`src/cle_pkg.sv`:
```
// Shared types, constants and helpers for the circular list engine.
// No dependencies; every other file refers to this package by scoped names.
package cle_pkg;

	// List storage geometry
	localparam int DEPTH  = 16;
	localparam int AW     = $clog2(DEPTH);
	localparam int CW     = $clog2(DEPTH + 1);

	// Field widths
	localparam int DATA_W = 32;
	localparam int CMD_W  = 3;
	localparam int POS_W  = 8;
	localparam int STAT_W = 2;
	localparam int STEP_W = $clog2(POS_W);

	// Command queue between front and back
	localparam int FIFO_DEPTH = 2;
	localparam int FIFO_AW    = $clog2(FIFO_DEPTH);
	localparam int FIFO_CW    = $clog2(FIFO_DEPTH + 1);

	// Command codes on the request channel
	typedef enum logic [CMD_W-1:0] {
		CMD_INS_END   = 3'd0,
		CMD_INS_FRONT = 3'd1,
		CMD_INS_POS   = 3'd2,
		CMD_DEL_END   = 3'd3,
		CMD_DEL_FRONT = 3'd4,
		CMD_DUMP      = 3'd5
	} cmd_t;

	// Result status codes
	typedef enum logic [STAT_W-1:0] {
		ST_OK    = 2'd0,
		ST_FULL  = 2'd1,
		ST_EMPTY = 2'd2
	} status_t;

	// Decoded operations handed from front to back
	typedef enum logic [2:0] {
		OP_INS_END,
		OP_INS_FRONT,
		OP_INS_MID,
		OP_DEL_END,
		OP_DEL_FRONT,
		OP_DUMP,
		OP_REPORT
	} op_kind_t;

	typedef struct packed {
		op_kind_t                  kind;
		status_t                   status;
		logic signed [DATA_W-1:0]  value;
		logic [CW-1:0]             target;
	} op_t;

	typedef enum logic [1:0] {
		F_IDLE,
		F_DIV,
		F_PUSH
	} front_state_t;

	typedef enum logic [2:0] {
		B_IDLE,
		B_SHIFT_RD,
		B_SHIFT_WR,
		B_PLACE,
		B_EMIT,
		B_DUMP
	} back_state_t;

	// Physical slot of a logical position, ring rooted at base
	function automatic logic [AW-1:0] wrap_idx(input logic [AW-1:0] base,
		input logic [CW-1:0] off);
		logic [CW:0] sum;
		sum = (CW+1)'(base) + (CW+1)'(off);
		if (sum >= (CW+1)'(DEPTH)) begin
			sum = sum - (CW+1)'(DEPTH);
		end
		return sum[AW-1:0];
	endfunction

endpackage

```
`src/cle_chan_if.sv`:
```
// Valid/ready channel interfaces for the circular list engine.
// Depends on cle_pkg for field widths and types.
interface cle_req_if;
	logic                                 valid;
	logic                                 ready;
	logic [cle_pkg::CMD_W-1:0]            cmd;
	logic signed [cle_pkg::DATA_W-1:0]    item_value;
	logic [cle_pkg::POS_W-1:0]            position;

	modport source (output valid, cmd, item_value, position, input ready);
	modport sink   (input valid, cmd, item_value, position, output ready);
endinterface

interface cle_rsp_if;
	logic                                 valid;
	logic                                 ready;
	cle_pkg::status_t                     status;
	logic signed [cle_pkg::DATA_W-1:0]    out_value;
	logic                                 last;

	modport source (output valid, status, out_value, last, input ready);
	modport sink   (input valid, status, out_value, last, output ready);
endinterface

```
`src/circular_list_engine_unit.sv`:
```
// Top level of the circular list engine: front end, operation queue, back end.
// Depends on cle_pkg, cle_chan_if, cle_fifo, cle_front and cle_back.
//
//   channel | dir | fields                          | accepted when
//   --------+-----+---------------------------------+---------------------
//   req     | in  | cmd, item_value, position       | req.valid & req.ready
//   rsp     | out | status, out_value, last         | rsp.valid & rsp.ready
//
// Simple commands: the queue holds the operation; the back end pops it from the queue,
// then loads the response register. Reset empties the list at once.
// Insert at position above one: front busy for 8 remainder steps, then a push step;
// back reads and rewrites each entry moved down the ring, then places the new value.
// Dump: one transaction per cycle once started, while rsp.ready stays high.
// A held response stalls the back end; req.ready drops once the 2-entry queue fills.
module circular_list_engine_unit (
	input  logic        clk,
	input  logic        arst_n,
	cle_req_if.sink     req,
	cle_rsp_if.source   rsp
);

	logic           push;
	logic           q_full;
	logic           pop;
	logic           q_empty;
	cle_pkg::op_t   push_data;
	cle_pkg::op_t   pop_data;

	cle_front u_front (
		.clk       (clk),
		.arst_n    (arst_n),
		.req       (req),
		.push      (push),
		.push_data (push_data),
		.q_full    (q_full)
	);

	cle_fifo u_fifo (
		.clk       (clk),
		.arst_n    (arst_n),
		.push      (push),
		.push_data (push_data),
		.full      (q_full),
		.pop       (pop),
		.pop_data  (pop_data),
		.empty     (q_empty)
	);

	cle_back u_back (
		.clk     (clk),
		.arst_n  (arst_n),
		.q_empty (q_empty),
		.q_data  (pop_data),
		.pop     (pop),
		.rsp     (rsp)
	);

endmodule

```
`src/cle_fifo.sv`:
```
// Short register queue of decoded operations between front and back.
// Depends on cle_pkg for op_t and the queue depth.
module cle_fifo (
	input  logic           clk,
	input  logic           arst_n,
	input  logic           push,
	input  cle_pkg::op_t   push_data,
	output logic           full,
	input  logic           pop,
	output cle_pkg::op_t   pop_data,
	output logic           empty
);

	cle_pkg::op_t                   slots [cle_pkg::FIFO_DEPTH];
	logic [cle_pkg::FIFO_AW-1:0]    wr_ptr_q;
	logic [cle_pkg::FIFO_AW-1:0]    rd_ptr_q;
	logic [cle_pkg::FIFO_CW-1:0]    fill_q;
	logic [cle_pkg::FIFO_AW-1:0]    wr_ptr_nx;
	logic [cle_pkg::FIFO_AW-1:0]    rd_ptr_nx;

	// Flags
	assign full     = (fill_q == cle_pkg::FIFO_CW'(cle_pkg::FIFO_DEPTH));
	assign empty    = (fill_q == '0);
	assign pop_data = slots[rd_ptr_q];

	// Pointer wrap
	assign wr_ptr_nx = (wr_ptr_q == cle_pkg::FIFO_AW'(cle_pkg::FIFO_DEPTH - 1)) ? '0 :
		wr_ptr_q + cle_pkg::FIFO_AW'(1);
	assign rd_ptr_nx = (rd_ptr_q == cle_pkg::FIFO_AW'(cle_pkg::FIFO_DEPTH - 1)) ? '0 :
		rd_ptr_q + cle_pkg::FIFO_AW'(1);

	// Pointers and fill level
	always_ff @(posedge clk or negedge arst_n) begin
		if (!arst_n) begin
			wr_ptr_q <= '0;
			rd_ptr_q <= '0;
			fill_q   <= '0;
		end else begin
			if (push) begin
				wr_ptr_q <= wr_ptr_nx;
			end
			if (pop) begin
				rd_ptr_q <= rd_ptr_nx;
			end
			unique case ({push, pop})
				2'b10:   fill_q <= fill_q + cle_pkg::FIFO_CW'(1);
				2'b01:   fill_q <= fill_q - cle_pkg::FIFO_CW'(1);
				default: fill_q <= fill_q;
			endcase
		end
	end

	// Slot storage
	always_ff @(posedge clk) begin
		if (push) begin
			slots[wr_ptr_q] <= push_data;
		end
	end

endmodule

```
`src/cle_front.sv`:
```
// Front end: accepts request transactions, tracks the list length ahead of
// the back end, resolves status and insert position. Depends on cle_pkg.
module cle_front (
	input  logic           clk,
	input  logic           arst_n,
	cle_req_if.sink        req,
	output logic           push,
	output cle_pkg::op_t   push_data,
	input  logic           q_full
);

	cle_pkg::front_state_t          state_q;
	cle_pkg::front_state_t          state_d;
	logic [cle_pkg::CW-1:0]         cnt_q;
	logic [cle_pkg::POS_W-1:0]      dvd_q;
	logic [cle_pkg::CW-1:0]         div_q;
	logic [cle_pkg::CW-1:0]         rem_q;
	logic [cle_pkg::STEP_W-1:0]     step_q;
	logic signed [cle_pkg::DATA_W-1:0] val_q;

	logic                           accept;
	logic                           dec_push;
	logic                           dec_div;
	cle_pkg::op_t                   dec_op;
	logic [cle_pkg::CW:0]           trial;
	logic [cle_pkg::CW:0]           diff;
	logic [cle_pkg::CW-1:0]         rem_nx;
	logic                           cnt_inc;
	logic                           cnt_dec;

	assign accept = req.valid && req.ready;

	// Classify the incoming command against the tracked length
	always_comb begin
		dec_push      = 1'b0;
		dec_div       = 1'b0;
		dec_op.kind   = cle_pkg::OP_REPORT;
		dec_op.status = cle_pkg::ST_OK;
		dec_op.value  = req.item_value;
		dec_op.target = cle_pkg::CW'(1);
		unique case (req.cmd)
			cle_pkg::CMD_INS_END, cle_pkg::CMD_INS_FRONT, cle_pkg::CMD_INS_POS: begin
				if (cnt_q == cle_pkg::CW'(cle_pkg::DEPTH)) begin
					dec_push      = 1'b1;
					dec_op.status = cle_pkg::ST_FULL;
				end else if (cnt_q == '0 || req.cmd == cle_pkg::CMD_INS_END) begin
					dec_push    = 1'b1;
					dec_op.kind = cle_pkg::OP_INS_END;
				end else if (req.cmd == cle_pkg::CMD_INS_FRONT) begin
					dec_push    = 1'b1;
					dec_op.kind = cle_pkg::OP_INS_FRONT;
				end else if (req.position <= cle_pkg::POS_W'(1)) begin
					dec_push    = 1'b1;
					dec_op.kind = cle_pkg::OP_INS_MID;
				end else begin
					dec_div = 1'b1;
				end
			end
			cle_pkg::CMD_DEL_END, cle_pkg::CMD_DEL_FRONT: begin
				dec_push = 1'b1;
				if (cnt_q == '0) begin
					dec_op.status = cle_pkg::ST_EMPTY;
				end else if (req.cmd == cle_pkg::CMD_DEL_END) begin
					dec_op.kind = cle_pkg::OP_DEL_END;
				end else begin
					dec_op.kind = cle_pkg::OP_DEL_FRONT;
				end
			end
			cle_pkg::CMD_DUMP: begin
				dec_push = 1'b1;
				if (cnt_q == '0) begin
					dec_op.status = cle_pkg::ST_EMPTY;
				end else begin
					dec_op.kind = cle_pkg::OP_DUMP;
				end
			end
			default: begin
				dec_push = 1'b0;
			end
		endcase
	end

	// One restoring remainder step per cycle
	assign trial  = {rem_q, dvd_q[cle_pkg::POS_W-1]};
	assign diff   = trial - {1'b0, div_q};
	assign rem_nx = (trial >= {1'b0, div_q}) ? diff[cle_pkg::CW-1:0] : trial[cle_pkg::CW-1:0];

	// Next state
	always_comb begin
		state_d = state_q;
		unique case (state_q)
			cle_pkg::F_IDLE: begin
				if (accept && dec_div) begin
					state_d = cle_pkg::F_DIV;
				end
			end
			cle_pkg::F_DIV: begin
				if (step_q == cle_pkg::STEP_W'(cle_pkg::POS_W - 1)) begin
					state_d = cle_pkg::F_PUSH;
				end
			end
			cle_pkg::F_PUSH: begin
				if (!q_full) begin
					state_d = cle_pkg::F_IDLE;
				end
			end
			default: state_d = cle_pkg::F_IDLE;
		endcase
	end

	// Outputs
	always_comb begin
		req.ready = 1'b0;
		push      = 1'b0;
		push_data = dec_op;
		unique case (state_q)
			cle_pkg::F_IDLE: begin
				req.ready = !q_full;
				push      = accept && dec_push;
			end
			cle_pkg::F_PUSH: begin
				push             = !q_full;
				push_data.kind   = cle_pkg::OP_INS_MID;
				push_data.status = cle_pkg::ST_OK;
				push_data.value  = val_q;
				push_data.target = rem_q + cle_pkg::CW'(1);
			end
			default: begin
				push = 1'b0;
			end
		endcase
	end

	// Tracked length follows every queued operation
	assign cnt_inc = push && (push_data.kind == cle_pkg::OP_INS_END ||
		push_data.kind == cle_pkg::OP_INS_FRONT || push_data.kind == cle_pkg::OP_INS_MID);
	assign cnt_dec = push && (push_data.kind == cle_pkg::OP_DEL_END ||
		push_data.kind == cle_pkg::OP_DEL_FRONT);

	always_ff @(posedge clk or negedge arst_n) begin
		if (!arst_n) begin
			state_q <= cle_pkg::F_IDLE;
			cnt_q   <= '0;
			step_q  <= '0;
		end else begin
			state_q <= state_d;
			if (cnt_inc) begin
				cnt_q <= cnt_q + cle_pkg::CW'(1);
			end else if (cnt_dec) begin
				cnt_q <= cnt_q - cle_pkg::CW'(1);
			end
			if (state_q == cle_pkg::F_DIV) begin
				step_q <= step_q + cle_pkg::STEP_W'(1);
			end else begin
				step_q <= '0;
			end
		end
	end

	// Remainder unit datapath: (position - 1) mod length
	always_ff @(posedge clk) begin
		if (state_q == cle_pkg::F_IDLE && accept && dec_div) begin
			dvd_q <= req.position - cle_pkg::POS_W'(1);
			div_q <= cnt_q;
			rem_q <= '0;
			val_q <= req.item_value;
		end else if (state_q == cle_pkg::F_DIV) begin
			dvd_q <= {dvd_q[cle_pkg::POS_W-2:0], 1'b0};
			rem_q <= rem_nx;
		end
	end

endmodule

```
`src/cle_back.sv`:
```
// Back end: ring-buffer list store, executes decoded operations and drives
// the response register. Depends on cle_pkg and cle_chan_if.
module cle_back (
	input  logic           clk,
	input  logic           arst_n,
	input  logic           q_empty,
	input  cle_pkg::op_t   q_data,
	output logic           pop,
	cle_rsp_if.source      rsp
);

	cle_pkg::back_state_t              state_q;
	cle_pkg::back_state_t              state_d;
	cle_pkg::op_t                      op_q;
	logic [cle_pkg::AW-1:0]            head_q;
	logic [cle_pkg::CW-1:0]            cnt_q;
	logic [cle_pkg::CW-1:0]            i_q;
	logic signed [cle_pkg::DATA_W-1:0] mem [cle_pkg::DEPTH];
	logic signed [cle_pkg::DATA_W-1:0] rd_q;

	logic                              ovld_q;
	cle_pkg::status_t                  ostat_q;
	logic signed [cle_pkg::DATA_W-1:0] oval_q;
	logic                              olast_q;

	logic                              slot_free;
	logic                              dump_last;
	logic [cle_pkg::AW-1:0]            head_m1;
	logic [cle_pkg::AW-1:0]            head_p1;

	logic                              we;
	logic [cle_pkg::AW-1:0]            wa;
	logic signed [cle_pkg::DATA_W-1:0] wd;
	logic                              re;
	logic [cle_pkg::AW-1:0]            ra;
	logic                              load;
	cle_pkg::status_t                  ld_stat;
	logic                              ld_use_rd;
	logic                              ld_last;
	logic                              cnt_inc;
	logic                              cnt_dec;
	logic                              head_inc;
	logic                              head_dec;
	logic                              i_load;
	logic [cle_pkg::CW-1:0]            i_val;
	logic                              i_inc;
	logic                              i_dec;

	assign slot_free = !ovld_q || rsp.ready;
	assign dump_last = (i_q + cle_pkg::CW'(1) == cnt_q);
	assign head_m1   = (head_q == '0) ? cle_pkg::AW'(cle_pkg::DEPTH - 1) :
		head_q - cle_pkg::AW'(1);
	assign head_p1   = (head_q == cle_pkg::AW'(cle_pkg::DEPTH - 1)) ? '0 :
		head_q + cle_pkg::AW'(1);

	// Next state
	always_comb begin
		state_d = state_q;
		unique case (state_q)
			cle_pkg::B_IDLE: begin
				if (!q_empty) begin
					unique case (q_data.kind)
						cle_pkg::OP_INS_MID: begin
							state_d = (q_data.target == cnt_q) ? cle_pkg::B_EMIT :
								cle_pkg::B_SHIFT_RD;
						end
						cle_pkg::OP_DUMP: state_d = cle_pkg::B_DUMP;
						default:          state_d = cle_pkg::B_EMIT;
					endcase
				end
			end
			cle_pkg::B_SHIFT_RD: state_d = cle_pkg::B_SHIFT_WR;
			cle_pkg::B_SHIFT_WR: begin
				if (i_q == op_q.target) begin
					state_d = cle_pkg::B_PLACE;
				end else begin
					state_d = cle_pkg::B_SHIFT_RD;
				end
			end
			cle_pkg::B_PLACE: state_d = cle_pkg::B_EMIT;
			cle_pkg::B_EMIT: begin
				if (slot_free) begin
					state_d = cle_pkg::B_IDLE;
				end
			end
			cle_pkg::B_DUMP: begin
				if (slot_free && dump_last) begin
					state_d = cle_pkg::B_IDLE;
				end
			end
			default: state_d = cle_pkg::B_IDLE;
		endcase
	end

	// Datapath controls per state
	always_comb begin
		pop       = 1'b0;
		we        = 1'b0;
		wa        = '0;
		wd        = q_data.value;
		re        = 1'b0;
		ra        = '0;
		load      = 1'b0;
		ld_stat   = cle_pkg::ST_OK;
		ld_use_rd = 1'b0;
		ld_last   = 1'b1;
		cnt_inc   = 1'b0;
		cnt_dec   = 1'b0;
		head_inc  = 1'b0;
		head_dec  = 1'b0;
		i_load    = 1'b0;
		i_val     = '0;
		i_inc     = 1'b0;
		i_dec     = 1'b0;
		unique case (state_q)
			cle_pkg::B_IDLE: begin
				if (!q_empty) begin
					pop = 1'b1;
					unique case (q_data.kind)
						cle_pkg::OP_INS_END: begin
							we      = 1'b1;
							wa      = cle_pkg::wrap_idx(head_q, cnt_q);
							cnt_inc = 1'b1;
						end
						cle_pkg::OP_INS_FRONT: begin
							we       = 1'b1;
							wa       = head_m1;
							head_dec = 1'b1;
							cnt_inc  = 1'b1;
						end
						cle_pkg::OP_INS_MID: begin
							if (q_data.target == cnt_q) begin
								we      = 1'b1;
								wa      = cle_pkg::wrap_idx(head_q, cnt_q);
								cnt_inc = 1'b1;
							end else begin
								i_load = 1'b1;
								i_val  = cnt_q - cle_pkg::CW'(1);
							end
						end
						cle_pkg::OP_DEL_END: begin
							re      = 1'b1;
							ra      = cle_pkg::wrap_idx(head_q, cnt_q - cle_pkg::CW'(1));
							cnt_dec = 1'b1;
						end
						cle_pkg::OP_DEL_FRONT: begin
							re       = 1'b1;
							ra       = head_q;
							head_inc = 1'b1;
							cnt_dec  = 1'b1;
						end
						cle_pkg::OP_DUMP: begin
							re     = 1'b1;
							ra     = head_q;
							i_load = 1'b1;
						end
						default: begin
							re = 1'b0;
						end
					endcase
				end
			end
			// move entry i one slot towards the end
			cle_pkg::B_SHIFT_RD: begin
				re = 1'b1;
				ra = cle_pkg::wrap_idx(head_q, i_q);
			end
			cle_pkg::B_SHIFT_WR: begin
				we = 1'b1;
				wa = cle_pkg::wrap_idx(head_q, i_q + cle_pkg::CW'(1));
				wd = rd_q;
				i_dec = (i_q != op_q.target);
			end
			cle_pkg::B_PLACE: begin
				we      = 1'b1;
				wa      = cle_pkg::wrap_idx(head_q, op_q.target);
				wd      = op_q.value;
				cnt_inc = 1'b1;
			end
			cle_pkg::B_EMIT: begin
				load      = slot_free;
				ld_stat   = op_q.status;
				ld_use_rd = (op_q.kind == cle_pkg::OP_DEL_END ||
					op_q.kind == cle_pkg::OP_DEL_FRONT);
			end
			// emit entry i and fetch entry i+1 in the same cycle
			cle_pkg::B_DUMP: begin
				load      = slot_free;
				ld_use_rd = 1'b1;
				ld_last   = dump_last;
				if (slot_free && !dump_last) begin
					re    = 1'b1;
					ra    = cle_pkg::wrap_idx(head_q, i_q + cle_pkg::CW'(1));
					i_inc = 1'b1;
				end
			end
			default: begin
				load = 1'b0;
			end
		endcase
	end

	// Control registers
	always_ff @(posedge clk or negedge arst_n) begin
		if (!arst_n) begin
			state_q <= cle_pkg::B_IDLE;
			head_q  <= '0;
			cnt_q   <= '0;
			i_q     <= '0;
			ovld_q  <= 1'b0;
		end else begin
			state_q <= state_d;
			if (head_inc) begin
				head_q <= head_p1;
			end else if (head_dec) begin
				head_q <= head_m1;
			end
			if (cnt_inc) begin
				cnt_q <= cnt_q + cle_pkg::CW'(1);
			end else if (cnt_dec) begin
				cnt_q <= cnt_q - cle_pkg::CW'(1);
			end
			if (i_load) begin
				i_q <= i_val;
			end else if (i_inc) begin
				i_q <= i_q + cle_pkg::CW'(1);
			end else if (i_dec) begin
				i_q <= i_q - cle_pkg::CW'(1);
			end
			if (load) begin
				ovld_q <= 1'b1;
			end else if (rsp.ready) begin
				ovld_q <= 1'b0;
			end
		end
	end

	// Operation and response payload
	always_ff @(posedge clk) begin
		if (pop) begin
			op_q <= q_data;
		end
		if (load) begin
			ostat_q <= ld_stat;
			oval_q  <= ld_use_rd ? rd_q : '0;
			olast_q <= ld_last;
		end
	end

	// List store: one write port, one registered read port
	always_ff @(posedge clk) begin
		if (we) begin
			mem[wa] <= wd;
		end
		if (re) begin
			rd_q <= mem[ra];
		end
	end

	assign rsp.valid     = ovld_q;
	assign rsp.status    = ostat_q;
	assign rsp.out_value = oval_q;
	assign rsp.last      = olast_q;

`ifndef SYNTHESIS
	// shifting stays between the insert point and the current end
	a_shift_range: assert property (@(posedge clk) disable iff (!arst_n)
		(state_q == cle_pkg::B_SHIFT_RD) |-> (i_q >= op_q.target && i_q < cnt_q))
		else $error("shift index outside list");

	// a dump never walks past the stored entries
	a_dump_range: assert property (@(posedge clk) disable iff (!arst_n)
		(state_q == cle_pkg::B_DUMP) |-> (i_q < cnt_q))
		else $error("dump index outside list");

	// a delete that reaches the store always shortens the list by one
	a_del_count: assert property (@(posedge clk) disable iff (!arst_n)
		(state_q == cle_pkg::B_IDLE && !q_empty && (q_data.kind == cle_pkg::OP_DEL_END ||
		q_data.kind == cle_pkg::OP_DEL_FRONT)) |=> (cnt_q == $past(cnt_q) - cle_pkg::CW'(1)))
		else $error("delete did not shorten list");
`endif

endmodule

```
`src/flat_wrapper.sv`:
```
// flat-port wrapper written by rule: the top's interface ports become plain ports
module circular_list_engine_unit_flat 
  (clk, arst_n, req_valid, req_cmd, req_item_value, req_position, req_ready, rsp_valid, rsp_status, rsp_out_value, rsp_last, rsp_ready);
  cle_req_if req_i ();
  cle_rsp_if rsp_i ();
  input  logic clk;
  input  logic arst_n;
  input wire logic [$bits(req_i.valid)-1:0] req_valid;
  input wire logic [$bits(req_i.cmd)-1:0] req_cmd;
  input wire logic [$bits(req_i.item_value)-1:0] req_item_value;
  input wire logic [$bits(req_i.position)-1:0] req_position;
  output wire logic [$bits(req_i.ready)-1:0] req_ready;
  output wire logic [$bits(rsp_i.valid)-1:0] rsp_valid;
  output wire logic [$bits(rsp_i.status)-1:0] rsp_status;
  output wire logic [$bits(rsp_i.out_value)-1:0] rsp_out_value;
  output wire logic [$bits(rsp_i.last)-1:0] rsp_last;
  input wire logic [$bits(rsp_i.ready)-1:0] rsp_ready;
  assign req_i.valid = req_valid;
  assign req_i.cmd = req_cmd;
  assign req_i.item_value = req_item_value;
  assign req_i.position = req_position;
  assign req_ready = req_i.ready;
  assign rsp_valid = rsp_i.valid;
  assign rsp_status = rsp_i.status;
  assign rsp_out_value = rsp_i.out_value;
  assign rsp_last = rsp_i.last;
  assign rsp_i.ready = rsp_ready;
  circular_list_engine_unit u_core (.clk(clk), .arst_n(arst_n), .req(req_i), .rsp(rsp_i));
endmodule
```
`config.mk`:
```
export PLATFORM = sky130hd
export DESIGN_NAME = circular_list_engine_unit_flat
export DESIGN_NICKNAME = d
export VERILOG_FILES = /design/src/cle_pkg.sv /design/src/cle_chan_if.sv /design/src/circular_list_engine_unit.sv /design/src/cle_fifo.sv /design/src/cle_front.sv /design/src/cle_back.sv /design/src/flat_wrapper.sv
export SDC_FILE = /design/constraint.sdc
export NUM_CORES = 1
export LEC_CHECK = 0
export BUFFER_PORTS_ARGS = -buffer_cell sky130_fd_sc_hd__buf_2
export CAP_MARGIN = 0
export CORE_ASPECT_RATIO = 0.7
export CORE_MARGIN = 4
export CORE_UTILIZATION = 58
export CTS_BUF_LIST = sky130_fd_sc_hd__clkbuf_2 sky130_fd_sc_hd__clkbuf_4 sky130_fd_sc_hd__clkbuf_8
export DETAILED_ROUTE_END_ITERATION = 12
export GPL_ROUTABILITY_DRIVEN = 0
export PLACE_DENSITY = 0.86
export RECOVER_POWER = 100
export REMOVE_ABC_BUFFERS = 1
export SETUP_SLACK_MARGIN = 0.5
export SLEW_MARGIN = 20
export SYNTH_ARGS = -nofsm -noshare
export SYNTH_HDL_FRONTEND = slang
export SYNTH_HIERARCHICAL = 1
export SYNTH_SLANG_ARGS = --single-unit
```
`constraint.sdc`:
```
create_clock -name clk -period 4.85 [get_ports clk]
set_input_delay 0.2425 -clock clk [delete_from_list [all_inputs] [get_ports clk]]
set_output_delay 0.2425 -clock clk [all_outputs]
set_load 0.03 [all_outputs]
```
==> summary.md <==
| Metric | Value |
|---|---|
| WP data required | 5.18 ns |
| Sequential Power Share | 43.5% |
| Pleak | 12.1 nW |
| Die footprint | 60100 sq um |
| Worst slew pin tran | 2.80 ns |
| Fin. Hold Viols | 0 |
| FILL cells | 3694 |
| I/O pin total | 84 |
| Internal power | 15.2 mW |
| Clock latency on the worst-skew pair | 0.72 ns |
| CP max FO | 38 |
| P&R area growth vs syn | 11.6% |
| Initial antenna violation count | 3 |
| Max-Cap Viols | 7 |
| Sw Ratio | 35.9% |
| Total CTS buffers | 109 |
| Clock slew seen by the registers of the worst setup and hold paths | 0.06 ns |
| Seq. cell area | 23400 sq um |
| Inst Count DP | 2830 |
| Failing checks | max-capacitance violations, max-slew violations |
| Initial Util | 58.8% |
| Via density | 6.26 |
| Met1 Track Usage GR | 35.1% |
| Worst setup SP type | flop |
| GRT Max-Usage Layer | met2 |
| CP Cell Sequence | nor2_1 > nand3_1 > inv_1 > clkbuf_2 > o21ai_0 > nand3_2 > clkbuf_4 |
| Root Buffer Master | clkbuf_8 |
| GRT overflow | 0 |
| Worst-path cell with the longest stage delay | clkbuf_2 |
| Crit share post-route | 93.4% |
| Delay of the slowest critical-path stage | 1.20 ns |
| Clock buffer depth | 3 |
| Fin area | 36400 sq um |
| Final Setup Violations | 0 |
| Die span in x | 291 um |
| Starting DRT DRC Count | 2626 |
| Core area | 55400 sq um |
| Clock Power Share | 21.6% |
| Pre-antenna DRT Iters | 8 |
| #FFs+latches synth | 787 |
| Slew HR | -86.8% |
| Synth async-reset ratio | 4.07% |
| Grt met2 use | 40.6% |
| PwrDens | 652 nW/um^2 |
| DRC Markers | 0 |
| Crit path max-delay family | buffers and inverters |
| Worst Hold Class | in -> reg |
| CP Capture Type | flop |
| Met3 GRT Util | 5.36% |
| RSZ-0062 raised after global routing | false |
| Top FF cell, synth | edfxtp_1 |
| Share of cells above drive strength 1 | 11.5% |
| WS Path Type | reg -> reg |
| Combinational power share | 34.9% |
| Multi-input gate area | 8440 sq um |
| Ranking of synthesized cells by area | edfxtp_1, mux2i_1, o22ai_1 |
| Max VDD drop | 0.642 mV |
| Detailed-route via count | 19264 |
| Dpl cell area | 34100 sq um |
| Die Height | 206 um |
| Post-layout min period | 4.53 ns |
| Netlist cell types | 71 |
| Synth Area per Inst | 15.9 sq um |
| Number of flops mapped to enable cells by yosys | 750 |
| Critical Path AT | 4.86 ns |
| Syn. warnings | 6 |
| Final Max Slew Viols | 215 |
| Overall Global Routing Usage | 25.3% |
| Critical path buffer and inverter count | 3 |
| Vias in the first global route | 19560 |
| Non-Filler Instances | 3078 |
| CTS sink cnt | 787 |
| Max Clk Rate | 221 MHz |
| H-tree Lvls | 3 |
| Status | complete, but fails checks |
| Final HPWL DP | 44200 um |
| Largest net degree at the start of global routing | 61 |
| I/O Buffers | 83 |
| Largest area contributor in the netlist | edfxtp_1 |
| Placement row count | 72 |
| CTS tree | done |
| Post-synth top area share | 69.1% |
| Setup slack after placement | 0.577 ns |
| Synthesized area | 32600 sq um |
| WL/cell | 25.0 um |
| Synthesized instance count | 2056 |
| Setup clock skew after layout | 0.0293 ns |
| Final WS setup | 0.320 ns |
| Seq/Total Area, Yosys | 71.8% |
| Post-layout util | 65.7% |
| First-pass GRT wire length | 115000 um |
| Pwr Total | 23.7 mW |
| WL final | 77000 um |
| Psw | 8.52 mW |
| Post-route ant nets | 0 |
| NumNets Final | 2336 |
==> layout by cell type, fill, tap and decap left out, types with 8 or more instances in the layout <==
master,n
edfxtp_1,750
dlygate4sd3_1,42
nor2b_1,12
and2_0,28
a31oi_1,8
ha_1,35
clkbuf_2,8
clkbuf_1,78
o21ai_0,38
nor2_1,81
xnor2_1,33
mux2_1,42
inv_1,37
clkinv_1,26
mux2i_1,293
nor2_4,15
nor3_1,14
a21oi_1,64
o22ai_1,141
clkbuf_4,45
clkinv_2,9
buf_12,12
nand3_1,22
a21o_1,10
buf_2,17
buf_4,21
or4_1,35
dfrtp_1,29
xor2_1,23
nand2_1,138
clkbuf_8,113
nand2b_1,12
==> flip-flops by register name, indices dropped and copies added, names as in the netlist, 4 cells and up <==
name	count
u_core/u_back/i_q	5
u_core/u_back/rsp.out_value	32
u_core/u_front/rem_q	5
u_core/u_back/head_q	4
u_core/u_back/rd_q	32
u_core/u_front/dvd_q	8
u_core/u_back/mem	512
u_core/u_front/div_q	5
u_core/u_front/cnt_q	5
u_core/u_fifo/slots	84
u_core/u_back/cnt_q	5
u_core/u_front/val_q	32
u_core/u_back/op_q	42
==> kinds of logic after synthesis <==
kind of cell | count (synthesis) | synth area share (%)
xor+xnor | 57 | 1.57
simple gates | 392 | 5.85
flops | 787 | 71.8
fa+ha+maj | 42 | 1.77
mux | 337 | 11.0
compound gates | 302 | 5.86
buf+inv | 139 | 2.13
==> Yosys cell counts, types with 34 or more instances <==
master and n:
or4_1 34, o21ai_0 36, inv_1 37, ha_1 35, and2_1 35, edfxtp_1 750, buf_2 46, mux2_4 39
nor2_1 96, nand2_1 139, a21oi_1 64, mux2i_1 293, o22ai_1 141
==> layer usage <==
| layer | routed length (um) | up-vias | share of wire, % |
|---|---|---|---|
| li1 | - | 8314 | - |
| met1 | 30500 | 9528 | 40 |
| met2 | 36000 | 1215 | 47 |
| met3 | 7930 | 203 | 10 |
| met4 | 2490 | 4 | 3.2 |
| met5 | 27 | - | 0.035 |
==> worst register-to-register path: stages (launching register included) <==
cell,delay (ns)
dfrtp_1,0.47
nor2_1,0.24
nand3_1,0.41
inv_1,0.68
clkbuf_2,1.20
o21ai_0,0.34
nand3_2,0.17
clkbuf_4,0.63
==> power by group through the flow <==
stage	combinational (mW)	sequential, mW	clock, mW
floorplan	5.21	10.5	0
global placement	7.76	10.3	0
detailed placement	8.20	10.4	0
CTS	8.29	10.3	5.21
global route	8.79	10.4	5.52
finish	8.29	10.3	5.12
==> path summary, 6_finish.rpt <==
check | from | to | slack [ns] | cells after the start
setup / recovery | u_core/u_back/state_q[1] | u_core/u_back/rd_q[1] | 0.32 | 7
max in group asynchronous | arst_n | u_core/u_back/cnt_q[0] | 2.94 | 2
min in group asynchronous | arst_n | u_core/u_back/i_q[1] | 0.63 | 2
setup reg to reg | u_core/u_back/state_q[1] | u_core/u_back/rd_q[1] | 0.32 | 7
hold reg to reg | u_core/u_front/step_q[0] | u_core/u_front/step_q[0] | 0.45 | 1
hold / removal | req_position[1] | u_core/u_front/dvd_q[7] | 0.05 | 4
==> repair_timing <==
action	in CTS	in global routing
hold buffers	42	0
gates resized for setup	0	5
endpoints found under the setup margin	0	51
hold endpoints to repair	139	0
setup buffers	0	4
==> metrics by stage <==
step                hold WS [ns]  setup TNS (ns)
floorplan                -0.0531         -735.27
global placement           0.380               0
detailed placement         0.375               0
CTS                      0.00190               0
global route              0.0874               0
finish                    0.0545               0
==> cell type report <==
class,count,share of cell area [%]
multi-input combinational,1130,23.2
clock inverter,46,0.914
sequential,787,64.4
timing repair buffer,182,3.48
inverter,37,0.382
antenna,2,0.0138
tap,740,2.54
clock buffer,154,5.12
Note: power is estimated with default switching activity, not from simulation.
